### src/rtl/lhw_pkg.sv
// ----------------------------------------------------------------------------
// lhw_pkg
// shared types and constants of the link health watchdog
// ----------------------------------------------------------------------------
package lhw_pkg;

	// event codes
	typedef enum logic [1:0] {
		ACT_PERIOD_CHECK = 2'd0,
		ACT_ADDR_ACQUIRED = 2'd1,
		ACT_LINK_LOST = 2'd2
	} action_t;

	// command codes
	typedef enum logic [1:0] {
		CMD_NONE = 2'd0,
		CMD_DISCONNECT = 2'd1,
		CMD_REBOOT = 2'd2,
		CMD_RECONNECT = 2'd3
	} command_t;

	// configuration register indexes
	localparam logic [1:0] REG_MISS_THRESHOLD = 2'd0;
	localparam logic [1:0] REG_CYCLE_LIMIT = 2'd1;
	localparam logic [1:0] REG_KICK_INTERVAL = 2'd2;
	localparam logic [1:0] REG_REBOOT_INTERVAL = 2'd3;

	localparam int CFG_INDEX_W = 2;
	localparam int CFG_DATA_W = 32;

	// register reset values
	localparam logic [7:0] MISS_THRESHOLD_RST = 8'd4;
	localparam logic [7:0] CYCLE_LIMIT_RST = 8'd3;
	localparam logic [31:0] KICK_INTERVAL_RST = 32'd180000;
	localparam logic [31:0] REBOOT_INTERVAL_RST = 32'd600000;

	localparam logic [7:0] KICK_COUNT_MAX = 8'd255;

	typedef struct packed {
		logic [1:0] action;
		logic [31:0] time_now;
		logic probe_alive;
		logic gateway_known;
	} event_t;

	typedef struct packed {
		logic [1:0] command;
		logic link_up;
	} result_t;

	typedef struct packed {
		logic [7:0] miss_threshold;
		logic [7:0] cycle_limit;
		logic [31:0] kick_interval;
		logic [31:0] reboot_interval;
	} cfg_t;

	typedef struct packed {
		logic have_address;
		logic gateway_valid;
		logic [7:0] miss_count;
		logic [7:0] cycle_count;
		logic [7:0] kick_count;
		logic [31:0] last_proof_time;
		logic [31:0] lost_since_time;
	} state_t;

endpackage

### src/rtl/link_health_watchdog_core.sv
// ----------------------------------------------------------------------------
// link_health_watchdog_core
// escalating link supervision watchdog, one command per event item
// ----------------------------------------------------------------------------
// the item passes through the input register and then the result register before result_valid rises
// throughput: one item per cycle unless result_ready stalls the result register, set by the state update loop
// reset: arst_n clears the state and loads the register defaults at once
// the block is ready immediately after reset
module link_health_watchdog_core (
	input logic clk,
	input logic arst_n,
	input logic event_valid,
	output logic event_ready,
	input lhw_pkg::event_t event_data,
	output logic result_valid,
	input logic result_ready,
	output lhw_pkg::result_t result_data,
	input logic cfg_write_en,
	input logic [lhw_pkg::CFG_INDEX_W-1:0] cfg_index,
	input logic [lhw_pkg::CFG_DATA_W-1:0] cfg_data
);

	lhw_pkg::cfg_t cfg;
	lhw_pkg::state_t state_q;
	lhw_pkg::state_t state_next;
	lhw_pkg::event_t event_s1;
	logic valid_s1;
	lhw_pkg::result_t result_s2;
	lhw_pkg::result_t step_result;
	logic valid_s2;
	logic advance_s1;

	lhw_cfg_regs u_cfg (
		.clk(clk),
		.arst_n(arst_n),
		.cfg_write_en(cfg_write_en),
		.cfg_index(cfg_index),
		.cfg_data(cfg_data),
		.cfg(cfg)
	);

	lhw_step u_step (
		.ev(event_s1),
		.state(state_q),
		.cfg(cfg),
		.state_next(state_next),
		.result(step_result)
	);

	// handshake: stage 1 moves on when the result register is free or drains
	assign advance_s1 = valid_s1 && (!valid_s2 || result_ready);
	assign event_ready = !valid_s1 || advance_s1;

	// input register
	always_ff @(posedge clk or negedge arst_n) begin
		if (!arst_n) begin
			valid_s1 <= 1'b0;
		end else if (event_ready) begin
			valid_s1 <= event_valid;
		end
	end

	always_ff @(posedge clk) begin
		if (event_ready && event_valid) begin
			event_s1 <= event_data;
		end
	end

	// watchdog state, updated once per item
	always_ff @(posedge clk or negedge arst_n) begin
		if (!arst_n) begin
			state_q <= '0;
		end else if (advance_s1) begin
			state_q <= state_next;
		end
	end

	// result register
	always_ff @(posedge clk or negedge arst_n) begin
		if (!arst_n) begin
			valid_s2 <= 1'b0;
		end else if (advance_s1) begin
			valid_s2 <= 1'b1;
		end else if (result_ready) begin
			valid_s2 <= 1'b0;
		end
	end

	always_ff @(posedge clk) begin
		if (advance_s1) begin
			result_s2 <= step_result;
		end
	end

	assign result_valid = valid_s2;
	assign result_data = result_s2;

endmodule

### src/rtl/lhw_cfg_regs.sv
// ----------------------------------------------------------------------------
// lhw_cfg_regs
// configuration register file, written through a plain write port
// ----------------------------------------------------------------------------
module lhw_cfg_regs (
	input logic clk,
	input logic arst_n,
	input logic cfg_write_en,
	input logic [lhw_pkg::CFG_INDEX_W-1:0] cfg_index,
	input logic [lhw_pkg::CFG_DATA_W-1:0] cfg_data,
	output lhw_pkg::cfg_t cfg
);

	lhw_pkg::cfg_t cfg_q;

	// register writes by index
	always_ff @(posedge clk or negedge arst_n) begin
		if (!arst_n) begin
			cfg_q.miss_threshold <= lhw_pkg::MISS_THRESHOLD_RST;
			cfg_q.cycle_limit <= lhw_pkg::CYCLE_LIMIT_RST;
			cfg_q.kick_interval <= lhw_pkg::KICK_INTERVAL_RST;
			cfg_q.reboot_interval <= lhw_pkg::REBOOT_INTERVAL_RST;
		end else if (cfg_write_en) begin
			unique case (cfg_index)
				lhw_pkg::REG_MISS_THRESHOLD: cfg_q.miss_threshold <= cfg_data[7:0];
				lhw_pkg::REG_CYCLE_LIMIT: cfg_q.cycle_limit <= cfg_data[7:0];
				lhw_pkg::REG_KICK_INTERVAL: cfg_q.kick_interval <= cfg_data;
				lhw_pkg::REG_REBOOT_INTERVAL: cfg_q.reboot_interval <= cfg_data;
				default: cfg_q <= cfg_q;
			endcase
		end
	end

	assign cfg = cfg_q;

endmodule

### src/rtl/lhw_step.sv
// ----------------------------------------------------------------------------
// lhw_step
// next-state and command logic for one event item
// ----------------------------------------------------------------------------
module lhw_step (
	input lhw_pkg::event_t ev,
	input lhw_pkg::state_t state,
	input lhw_pkg::cfg_t cfg,
	output lhw_pkg::state_t state_next,
	output lhw_pkg::result_t result
);

	logic [31:0] proof_elapsed;
	logic [31:0] lost_elapsed;
	logic [8:0] kick_mult;
	logic [40:0] kick_limit;
	logic reboot_due;
	logic kick_due;
	logic [7:0] miss_inc;
	logic [7:0] cycle_inc;
	lhw_pkg::state_t clear_st;
	lhw_pkg::command_t cmd;

	// elapsed times, wrapping
	assign proof_elapsed = ev.time_now - state.last_proof_time;
	assign lost_elapsed = ev.time_now - state.lost_since_time;

	// kick deadline grows with each kick, full width so it never wraps
	assign kick_mult = {1'b0, state.kick_count} + 9'd1;
	assign kick_limit = 41'(cfg.kick_interval) * 41'(kick_mult);

	assign reboot_due = proof_elapsed >= cfg.reboot_interval;
	assign kick_due = 41'(lost_elapsed) >= kick_limit;

	assign miss_inc = state.miss_count + 8'd1;
	assign cycle_inc = state.cycle_count + 8'd1;

	// state after a reboot
	always_comb begin
		clear_st = '0;
		clear_st.last_proof_time = ev.time_now;
		clear_st.lost_since_time = ev.time_now;
	end

	// event handling
	always_comb begin
		state_next = state;
		cmd = lhw_pkg::CMD_NONE;
		unique case (ev.action)
			lhw_pkg::ACT_PERIOD_CHECK: begin
				if (reboot_due) begin
					state_next = clear_st;
					cmd = lhw_pkg::CMD_REBOOT;
				end else if (!state.have_address || !state.gateway_valid) begin
					if (kick_due) begin
						if (state.kick_count != lhw_pkg::KICK_COUNT_MAX) begin
							state_next.kick_count = state.kick_count + 8'd1;
						end
						cmd = lhw_pkg::CMD_DISCONNECT;
					end
				end else if (ev.probe_alive) begin
					state_next.kick_count = '0;
					state_next.miss_count = '0;
					state_next.cycle_count = '0;
					state_next.last_proof_time = ev.time_now;
				end else if (miss_inc < cfg.miss_threshold) begin
					state_next.kick_count = '0;
					state_next.miss_count = miss_inc;
				end else if (cycle_inc >= cfg.cycle_limit) begin
					state_next = clear_st;
					cmd = lhw_pkg::CMD_REBOOT;
				end else begin
					// run of misses: force a disconnect
					state_next.kick_count = '0;
					state_next.miss_count = '0;
					state_next.cycle_count = cycle_inc;
					state_next.lost_since_time = ev.time_now;
					state_next.have_address = 1'b0;
					cmd = lhw_pkg::CMD_DISCONNECT;
				end
			end
			lhw_pkg::ACT_ADDR_ACQUIRED: begin
				state_next.have_address = 1'b1;
				state_next.gateway_valid = ev.gateway_known;
				state_next.last_proof_time = ev.time_now;
				state_next.miss_count = '0;
			end
			lhw_pkg::ACT_LINK_LOST: begin
				if (state.have_address) begin
					state_next.lost_since_time = ev.time_now;
				end
				state_next.have_address = 1'b0;
				cmd = lhw_pkg::CMD_RECONNECT;
			end
			default: begin
				// unused code leaves everything alone
				state_next = state;
			end
		endcase
	end

	assign result.command = cmd;
	assign result.link_up = state_next.have_address;

endmodule
### config.mk
export PLATFORM = sky130hd
export DESIGN_NAME = link_health_watchdog_core
export DESIGN_NICKNAME = d
export VERILOG_FILES = /design/src/rtl/lhw_pkg.sv /design/src/rtl/link_health_watchdog_core.sv /design/src/rtl/lhw_cfg_regs.sv /design/src/rtl/lhw_step.sv
export SDC_FILE = /design/constraint.sdc
export NUM_CORES = 1
export LEC_CHECK = 0
export ABC_AREA = 0
export BUFFER_PORTS_ARGS = -buffer_cell sky130_fd_sc_hd__buf_4
export CORE_AREA = 2 2 223 181
export CTS_CLUSTER_SIZE = 14
export DETAILED_ROUTE_END_ITERATION = 16
export DIE_AREA = 0 0 225 183
export HOLD_SLACK_MARGIN = 0.06
export PLACE_DENSITY = 0.74
export SLEW_MARGIN = 20
export SYNTH_ARGS = -nofsm -noshare
export SYNTH_HDL_FRONTEND = slang
export SYNTH_SLANG_ARGS = --single-unit
### constraint.sdc
create_clock -name clk -period 9.8 [get_ports clk]
set_input_delay 1.47 -clock clk [delete_from_list [all_inputs] [get_ports clk]]
set_output_delay 1.47 -clock clk [all_outputs]
set_load 0.1 [all_outputs]
==> impl_metrics.csv, run 1 <==
group,metric,value,unit
clock_network,cts_made_buffers,22,
clock_network,cts-hold-fix-buffers,0,
flow_run,cap_violations,0,
place,post-dp-hpwl,41900,um
clock_network,clk_transition_reported_paths,0.07,ns
pwr,swShare,49.4,%
sta,timing_hold_violations_final,0,
cells_and_area,drive_above_1_share,14.4,%
global_route,globalRouteOverflowTotal,0,
synthesis,avgSynthCellArea,9.85,um^2
global_route,initial_antenna_violation_count,0,
synthesis,syn-num-nets,2719,
pwr,share_clk_of_total_power,11.5,%
status,outcome,"completed",
drt,num_vias,16300,
worst_setup_path,r2r_cells,30,
die,die_area,41200,um^2
synthesis,ys_async_sr_fraction,81.5,%
cells_and_area,nFillCells,3164,
worst_setup_path,path_max_fanout,21,
pwr,p_leak,11.9,nW
synthesis,synthDominantCellAreaShare,19.5,%
synthesis,post_synth_num_cell_types,78,
die,number_of_top_level_design_ports,80,
die,dieHeight,183,um
sta,finalCriticalPeriod,9.23,ns
worst_setup_path,start_kind,"register",
die,start_util,56.3,%
die,floorplan.core_area,39000,um^2
clock_network,cts_buffer_depth,3,
drt,wl_per_cell,19.0,um
pwr,internal-power,4.01,mW
clock_network,clock_tree.root_cell,"sky130_fd_sc_hd__clkbuf_16",
worst_setup_path,endpoint_kind,"register",
synthesis,synth_area_leaders,"sky130_fd_sc_hd__fa_1, sky130_fd_sc_hd__dfrtp_1, sky130_fd_sc_hd__ha_1",
sta,setup_total_negative_slack,0,ns
global_route,vias_in_the_first_global_route,17000,
synthesis,post_synth_top_area_cell,"sky130_fd_sc_hd__fa_1",
clock_network,cts.sinks,211,
synthesis,post_synth_most_frequent_cells,"sky130_fd_sc_hd__inv_1, sky130_fd_sc_hd__fa_1, sky130_fd_sc_hd__ha_1",
worst_setup_path,arrival,9.65,ns
synthesis,yosys_most_used_dff,"sky130_fd_sc_hd__dfrtp_1",
place,rd_place_congestion,0.946,
drt,drt_first_pass_iters,5,
synthesis,number_of_flops_mapped_to_enable_cells_by_yosys,39,
cells_and_area,diode_count,0,
drt,detailedRoute.firstIterationViolations,1121,
clock_network,h-tree-depth,1,
synthesis,synth-warning-count,0,
worst_setup_path,critical_path_class,"reg -> reg",
pwr,share_comb_of_total_power,71.5,%
drt,drcViolationCount,0,
global_route,grt_first_pass_wirelength,88200,um
sta,fmaxAchievable,108,MHz
worst_setup_path,library_cell_contributing_the_largest_single_delay_on_the_critical_path,"sky130_fd_sc_hd__xor2_2",
drt,vias_per_cell,5.84,
place,portBuffers,79,
sta,period_share,94.2,%
drt,wirelength_routed,53100,um
sta,finClkSkew,0.0116,ns
clock_network,tritoncts,"done",
sta,finalMaxSlewViolations,0,
synthesis,synth_cells,2226,
pwr,switchingPower,3.91,mW
synthesis,postSynthRegisterBits,211,
global_route,pin_count_of_the_biggest_net_entering_global_routing,72,
hold_path,min-delay-path-class,"reg -> reg",
pwr,power.ir.vdd_worst,0.167,mV
sta,max-slew-margin-rel,28.8,%
sta,worst-slew-pin-transition,1.06,ns
die,placementRows,65,
cells_and_area,syn_to_final_growth,9.04,%
worst_setup_path,most_used_cell_along_the_critical_path,"sky130_fd_sc_hd__fa_1",
worst_setup_path,worstPathRequired,10.21,ns
cells_and_area,nNetsFinal,2770,
clock_network,insertion_delay,0.51,ns
pwr,p_seq_share,17.0,%
sta,setup_viol,0,
synthesis,post_synthesis_sequential_area_ratio,25.1,%
sta,grt_setup_unrepaired,"false",
die,chipWidth,225,um
drt,route.antenna.remaining_nets,0,
hold_path,hold-path-cell-count,1,
pwr,cellPowerDensity,331,nW/um^2
global_route,grt_use_total,26.8,%
worst_setup_path,worst_path_largest_cell_delay,0.80,ns
synthesis,synth_area,21900,um^2
pwr,post-layout-total-power,7.92,mW
synthesis,yosysMostFrequentCell,"sky130_fd_sc_hd__inv_1",
[layout by cell type, fill, tap and decap left out, drive strengths merged, types with 76 or more instances in the layout]
cell,netlist,routed
a21oi,105,105
and2,169,169
buf,30,98
dfrtp,152,152
fa,213,213
ha,205,205
inv,311,311
mux2,137,137
nand2,177,177
o21ai,76,76
[registers in the layout (all words and copies together) (netlist names)]
register / cells
state_q: 90
u_cfg.cfg: 80
event_s1: 36
result_data: 3
result_valid: 1
valid_s1: 1
[final cells by class]
type	count	area, um^2	share of cell area (%)
multi-input combinational	1633	15100	63.1
inverter	311	1170	4.88
clock buffer	30	632	2.64
sequential	211	5500	23.0
timing repair buffer	98	743	3.11
clock inverter	10	154	0.644
tap	502	628	2.63
[metrics by stage]
stage                     cell area [um^2]  utilization (%)  setup slack [ns]  hold WS [ns]  cells
after floorplan                      21900                -              1.57         0.457   2226
after global placement               23100             59.3             0.677         0.470   2755
after detailed placement             23100             59.3             0.390         0.493   2755
after CTS                            23900             61.3             0.341         0.504   2795
after global routing                 23900             61.4            0.0425         0.515   2795
final                                23900             61.4             0.565         0.500   2795
[repair_timing]
item	4_1_cts	5_1_grt
setup endpoints to repair	0	9
buffers inserted	0	0
gates resized for setup	0	4
[critical path: cells and delay by family, from the launching register on]
family                   cells  cell delay (ns)
adder cells (fa/ha/maj)      7             2.87
buffers and inverters        3             0.61
XOR/XNOR                     2             1.14
flip-flops                   1             0.38
AND/OR/NAND/NOR              8             1.91
AO/OA/AOI/OAI               10             2.19
[path summary, 6_finish.rpt]
| path | to | startpoint | slack (ns) |
|---|---|---|---|
| hold reg to reg | result_valid | valid_s1 | 0.50 |
| setup reg to reg | state_q[66] | state_q[64] | 0.57 |
| setup / recovery | state_q[66] | state_q[64] | 0.57 |
| min in group asynchronous | u_cfg.cfg[72] | arst_n | 0.85 |
| max in group asynchronous | u_cfg.cfg[39] | arst_n | 7.73 |
| hold / removal | result_valid | valid_s1 | 0.50 |
[power groups by stage]
stage	clock (mW)	sequential [mW]	combinational (mW)
6_report	0.911	1.35	5.66
5_1_grt	0.961	1.38	6.34
4_1_cts	0.924	1.34	5.57
3_5_place_dp	0	1.36	5.49
3_3_place_gp	0	1.34	5.29
2_1_floorplan	0	1.27	4.10
[cells by family after synthesis]
group | after synthesis | share of synthesized area (%)
muxes | 138 | 7.08
buffers and inverters | 382 | 6.60
AOI/OAI and AO/OA | 393 | 12.1
adders and majority gates | 418 | 31.2
and+or+nand+nor | 580 | 13.8
xor gates and xnor gates | 104 | 4.16
DFF | 211 | 25.1
[metal layers]
metal	share of wire [%]	GRT usage, %	vias to the layer above
met2	46	43.4	504
met4	1.9	5.59	0
met3	6.3	3.08	62
met1	46	39.0	8199
li1	-	-	7570
met5	0	0	-
Power figures use the tool's default switching activity.
==> run 2, diff against run 1 <==
Settings changed: CELL_PAD_IN_SITES_DETAIL_PLACEMENT from default to 1, CELL_PAD_IN_SITES_GLOBAL_PLACEMENT from default to 1, CORE_AREA 2 2 223 181 to 2 2 235 191, CTS_BUF_LIST from default to sky130_fd_sc_hd__clkbuf_16, DIE_AREA 0 0 225 183 to 0 0 237 193, PLACE_DENSITY 0.74 to 0.9.
==> impl_metrics.csv, run 2 (synthesized netlist as in run 1, its figures left out) <==
group,metric,value,unit
status,outcome,"completed",
global_route,vias_in_the_first_global_route,20200,
worst_setup_path,arrival,9.78,ns
worst_setup_path,library_cell_contributing_the_largest_single_delay_on_the_critical_path,"sky130_fd_sc_hd__fa_1",
global_route,top_usage_layer,"met2",
drt,wl_per_cell,26.4,um
hold_path,hold-path-cell-count,1,
global_route,pin_count_of_the_biggest_net_entering_global_routing,76,
sta,setup_total_negative_slack,0,ns
pwr,p_leak,11.9,nW
cells_and_area,syn_to_final_growth,9.17,%
cells_and_area,finish.instance_area,23900,um^2
worst_setup_path,r2r_cells,36,
sta,finalMaxSlewViolations,0,
sta,finClkSkew,0.0286,ns
sta,timing_hold_violations_final,0,
worst_setup_path,critical_path_class,"reg -> reg",
cells_and_area,diode_count,0,
place,place_area,23200,um^2
cells_and_area,final_cell_count_no_fill,2863,
clock_network,cts.sinks,211,
die,placementRows,69,
cells_and_area,max_flop_register,"state_q",
die,start_util,50.3,%
worst_setup_path,path_max_fanout,20,
drt,num_vias,18100,
global_route,global_route.usage.met3,4.30,%
die,chipWidth,237,um
sta,period_share,95.5,%
worst_setup_path,endpoint_kind,"register",
hold_path,min-delay-path-class,"reg -> reg",
worst_setup_path,crit_path_buffers_inverters,5,
pwr,power.ir.vdd_worst,0.243,mV
drt,drcViolationCount,0,
clock_network,clk_transition_reported_paths,0.06,ns
pwr,cellPowerDensity,354,nW/um^2
sta,worst-slew-pin-transition,1.12,ns
place,post-dp-hpwl,53600,um
global_route,globalRouteMet2Util,58.5,%
die,floorplan.core_area,43600,um^2
worst_setup_path,regToRegSetupSlack,0.44,ns
sta,fmaxAchievable,107,MHz
sta,max-slew-margin-rel,24.9,%
drt,detailedRoute.firstIterationViolations,1510,
clock_network,clock_tree.root_cell,"sky130_fd_sc_hd__clkbuf_16",
worst_setup_path,worst_path_largest_cell_delay,0.55,ns
worst_setup_path,worstSetupStartpoint,"state_q[64]",
cells_and_area,nNetsFinal,2773,
hold_path,hp-start,"u_cfg.cfg[15]",
clock_network,cts-hold-fix-buffers,0,
die,dieHeight,193,um
clock_network,cts_made_buffers,22,
worst_setup_path,crit-reg2reg-capture,"state_q[66]",
place,place.detailed.instances,2824,
cells_and_area,largest_register_ff_count,90,
cells_and_area,drive_above_1_share,14.3,%
drt,wirelength_routed,75600,um
sta,finalCriticalPeriod,9.36,ns
drt,drt_first_pass_iters,5,
worst_setup_path,start_kind,"register",
hold_path,whs_endpoint,"u_cfg.cfg[15]",
drt,route.antenna.remaining_nets,0,
worst_setup_path,worst_path_dominant_cell_family,"adder cells",
clock_network,tritoncts,"done",
clock_network,insertion_delay,0.54,ns
flow_run,cap_violations,0,
cells_and_area,layout_common_cells,"sky130_fd_sc_hd__inv_1, sky130_fd_sc_hd__fa_1, sky130_fd_sc_hd__ha_1",
sta,finalHoldWorstSlack,0.514,ns
clock_network,cts_buffer_depth,3,
cells_and_area,most_common_cell_after_layout_fill_and_taps_aside,"sky130_fd_sc_hd__inv_1",
worst_setup_path,timing.rr.start,"state_q[64]",
sta,setup_viol,0,
drt,vias_per_cell,6.30,
place,rd_place_congestion,0.896,
die,die_area,45700,um^2
global_route,globalRouteOverflowTotal,0,
worst_setup_path,worstPathRequired,10.22,ns
global_route,initial_antenna_violation_count,2,
global_route,grt_first_pass_wirelength,119000,um
global_route,grt_use_total,33.6,%
clock_network,h-tree-depth,1,
global_route,met1_usage,42.8,%
die,number_of_top_level_design_ports,80,
worst_setup_path,most_used_cell_along_the_critical_path,"sky130_fd_sc_hd__fa_1",
place,portBuffers,79,
==> run 2: layout make-up <==
cell class,instances,area [um^2]
multi-input cells,1633,15100
flip-flops and latches,211,5500
clock inverters,16,131
fillers,4721,19700
inverters,311,1170
clock buffers,23,576
repair buffers,101,762
well taps,568,711
==> run 2: worst reg2reg max path, delay by kind of cell (launching register included) <==
| family | cells | cell delay [ns] |
|---|---|---|
| simple gates | 12 | 2.80 |
| buf+inv | 5 | 0.65 |
| flops | 1 | 0.35 |
| xor+xnor | 1 | 0.14 |
| compound gates | 11 | 2.30 |
| fa+ha+maj | 7 | 3.03 |
==> run 2: layer usage <==
layer / share of wire [%] / up-vias
li1: - / 7561
met1: 40 / 9273
met2: 49 / 931
met3: 7.2 / 286
met4: 4.7 / 0
met5: 0 / -
==> run 2: power by group <==
| part | switching, mW | internal, mW | total, mW |
|---|---|---|---|
| combinational | 3.80 | 2.40 | 6.21 |
| sequential | 0.264 | 1.13 | 1.40 |
| clock | 0.383 | 0.478 | 0.861 |
| total | 4.45 | 4.02 | 8.47 |
==> run 2: metrics by stage <==
step / util [%] / power (mW) / worst slack (ns)
after floorplan: - / 5.36 / 1.57
after global placement: 53.2 / 6.64 / 0.854
after detailed placement: 53.2 / 7.18 / 0.395
after CTS: 54.8 / 8.31 / 0.340
after global routing: 54.9 / 9.05 / -0.0183
final: 54.9 / 8.47 / 0.439
==> run 2: worst max path at each step <==
stage	endpoint	slack, ns	depth (start not counted)
floorplan	state_q[69]	1.57	35
global placement	state_q[69]	0.85	33
detailed placement	state_q[66]	0.39	33
CTS	state_q[66]	0.34	33
global route	state_q[66]	-0.02	35
finish	state_q[66]	0.44	36
==> run 2: what timing repair did <==
action / 4_1_cts / 5_1_grt
endpoints found under the setup margin: 0 / 8
gates resized for setup: 0 / 4
buffers inserted: 0 / 0
==> run 3, diff against run 2 <==
Settings changed: RECOVER_POWER from default to 100.
==> impl_metrics.csv, run 3 (synthesized netlist as in run 1, its figures left out) <==
group,metric,value,unit
status,outcome,"finished, violations left",
status,violations,"capacitance limit, slew limit",
sta,worst-slew-pin-transition,4.37,ns
pwr,power.ir.vdd_worst,0.240,mV
cells_and_area,most_common_cell_after_layout_fill_and_taps_aside,"sky130_fd_sc_hd__inv_1",
hold_path,min-delay-path-class,"reg -> reg",
clock_network,cts_buffer_depth,3,
worst_setup_path,critical_path_class,"reg -> reg",
worst_setup_path,worstPathRequired,10.20,ns
cells_and_area,layout_common_cells,"sky130_fd_sc_hd__inv_1, sky130_fd_sc_hd__fa_1, sky130_fd_sc_hd__ha_1",
place,post-dp-hpwl,53600,um
sta,setup_viol,0,
pwr,p_leak,11.8,nW
cells_and_area,max_flop_register,"state_q",
sta,finalMaxSlewViolations,346,
die,number_of_top_level_design_ports,80,
sta,finalCriticalPeriod,9.38,ns
clock_network,cts-hold-fix-buffers,0,
flow_run,cap_violations,8,
sta,timing_hold_violations_final,0,
die,chipWidth,237,um
clock_network,insertion_delay,0.54,ns
worst_setup_path,most_used_cell_along_the_critical_path,"sky130_fd_sc_hd__o21ai_0",
cells_and_area,drive_above_1_share,12.5,%
die,die_area,45700,um^2
sta,finClkSkew,0.0316,ns
pwr,cellPowerDensity,354,nW/um^2
clock_network,clock_tree.root_cell,"sky130_fd_sc_hd__clkbuf_16",
sta,period_share,95.7,%
worst_setup_path,path_max_fanout,32,
cells_and_area,largest_register_ff_count,90,
clock_network,cts_setup_buffers,0,
worst_setup_path,critical_path_cell_sequence,"inv_1 -> ha_1 -> inv_1 -> fa_1 -> a211oi_1 -> o21ai_0 -> a21oi_1 -> o21ai_0 -> o41a_1 -> a41oi_1 -> o31ai_1 -> or4_1 -> a31o_2 -> a21oi_1 -> xnor2_1 -> ha_1 -> nand4_1 -> a2111oi_0 -> o21ai_0 -> nand2_1 -> nor3b_1 -> a2111oi_0 -> clkbuf_1 -> mux2_2",
global_route,grt_first_pass_wirelength,119000,um
drt,drt_first_pass_iters,5,
drt,drcViolationCount,0,
worst_setup_path,library_cell_contributing_the_largest_single_delay_on_the_critical_path,"sky130_fd_sc_hd__clkbuf_1",
sta,finalHoldWorstSlack,0.514,ns
drt,wl_per_cell,26.4,um
worst_setup_path,arrival,9.78,ns
sta,max-slew-margin-rel,-192,%
sta,fmaxAchievable,107,MHz
die,placementRows,69,
worst_setup_path,worst_path_largest_cell_delay,1.61,ns
cells_and_area,final_cell_count_no_fill,2865,
global_route,vias_in_the_first_global_route,20200,
global_route,globalRouteOverflowTotal,0,
die,dieHeight,193,um
cells_and_area,syn_to_final_growth,8.75,%
place,portBuffers,79,
worst_setup_path,start_kind,"register",
die,start_util,50.3,%
clock_network,clk_transition_reported_paths,0.07,ns
drt,vias_per_cell,6.30,
drt,num_vias,18000,
global_route,grt_use_total,33.6,%
cells_and_area,nNetsFinal,2773,
drt,wirelength_routed,75700,um
global_route,initial_antenna_violation_count,2,
worst_setup_path,endpoint_kind,"register",
place,rd_place_congestion,0.896,
global_route,pin_count_of_the_biggest_net_entering_global_routing,76,
clock_network,cts_made_buffers,22,
die,floorplan.core_area,43600,um^2
clock_network,tritoncts,"done",
clock_network,cts.sinks,211,
place,place.detailed.instances,2824,
clock_network,h-tree-depth,1,
worst_setup_path,regToRegSetupSlack,0.42,ns
drt,detailedRoute.firstIterationViolations,1496,
drt,route.antenna.remaining_nets,0,
[run 3: cell types whose count changed in the layout (fill, tap and decap cells not counted), moves of 2 or more]
| cell | before | now |
|---|---|---|
| sky130_fd_sc_hd__clkbuf_1 | 0 | 15 |
| sky130_fd_sc_hd__o21ai_1 | 7 | 5 |
| sky130_fd_sc_hd__clkbuf_4 | 0 | 36 |
| sky130_fd_sc_hd__o21ai_0 | 68 | 70 |
| sky130_fd_sc_hd__buf_4 | 100 | 49 |
| sky130_fd_sc_hd__mux2_1 | 0 | 24 |
| sky130_fd_sc_hd__diode_2 | 0 | 2 |
| sky130_fd_sc_hd__mux2_2 | 137 | 113 |
[run 3: layout make-up]
| type | count | area, um^2 |
|---|---|---|
| inverters | 311 | 1170 |
| multi-input cells | 1633 | 15000 |
| diodes | 2 | 5.00 |
| repair buffers | 101 | 699 |
| flip-flops and latches | 211 | 5500 |
| well taps | 568 | 711 |
| clock inverters | 16 | 131 |
| fillers | 4732 | 19800 |
| clock buffers | 23 | 576 |
[run 3: power by group]
| part | total [mW] | switching [mW] | leakage, nW | internal, mW |
|---|---|---|---|---|
| Clock | 0.863 | 0.385 | 0.373 | 0.478 |
| Combinational | 6.19 | 3.80 | 9.04 | 2.39 |
| Sequential | 1.40 | 0.263 | 2.43 | 1.14 |
[run 3: repair_timing]
| action | CTS | global route |
|---|---|---|
| hold endpoints to repair | 0 | 0 |
| setup endpoints to repair | 0 | 8 |
| gates resized for setup | 0 | 4 |
[run 3: routing by layer]
metal | global-route usage [%] | share of wire, % | vias to the layer above
met5 | 0.104 | 0 | -
met4 | 13.9 | 4.7 | 0
met3 | 4.30 | 7.1 | 274
met2 | 58.5 | 49 | 937
met1 | 42.8 | 40 | 9272
li1 | - | - | 7555
[run 3: per-stage QoR]
stage          utilization (%)  setup slack, ns  setup TNS, ns  cell area (um^2)  power (mW)
5_1_grt                   54.7          -0.0183        -0.0183             23800        9.03
3_3_place_gp              53.2            0.854              0             23200        6.64
4_1_cts                   54.8            0.340              0             23900        8.31
3_5_place_dp              53.2            0.395              0             23200        7.18
2_1_floorplan                -             1.57              0             21900        5.36
6_report                  54.7            0.420              0             23800        8.45
[run 3: critical path, delay by kind of cell, from the launching register on]
kind | cells | cell delay, ns
compound gates | 12 | 3.99
xor+xnor | 1 | 0.10
fa+ha+maj | 3 | 0.98
buf+inv | 3 | 1.84
flops | 1 | 0.44
mux | 1 | 0.46
simple gates | 4 | 1.42
[run 3: path summary, 6_finish.rpt]
path	depth (start not counted)	endpoint	from
max in group asynchronous	3	u_cfg.cfg[46]	arst_n
setup reg to reg	24	state_q[7]	event_s1[2]
min in group asynchronous	1	state_q[82]	arst_n
setup / recovery	24	state_q[7]	event_s1[2]
hold / removal	1	state_q[43]	state_q[43]
hold reg to reg	1	state_q[43]	state_q[43]
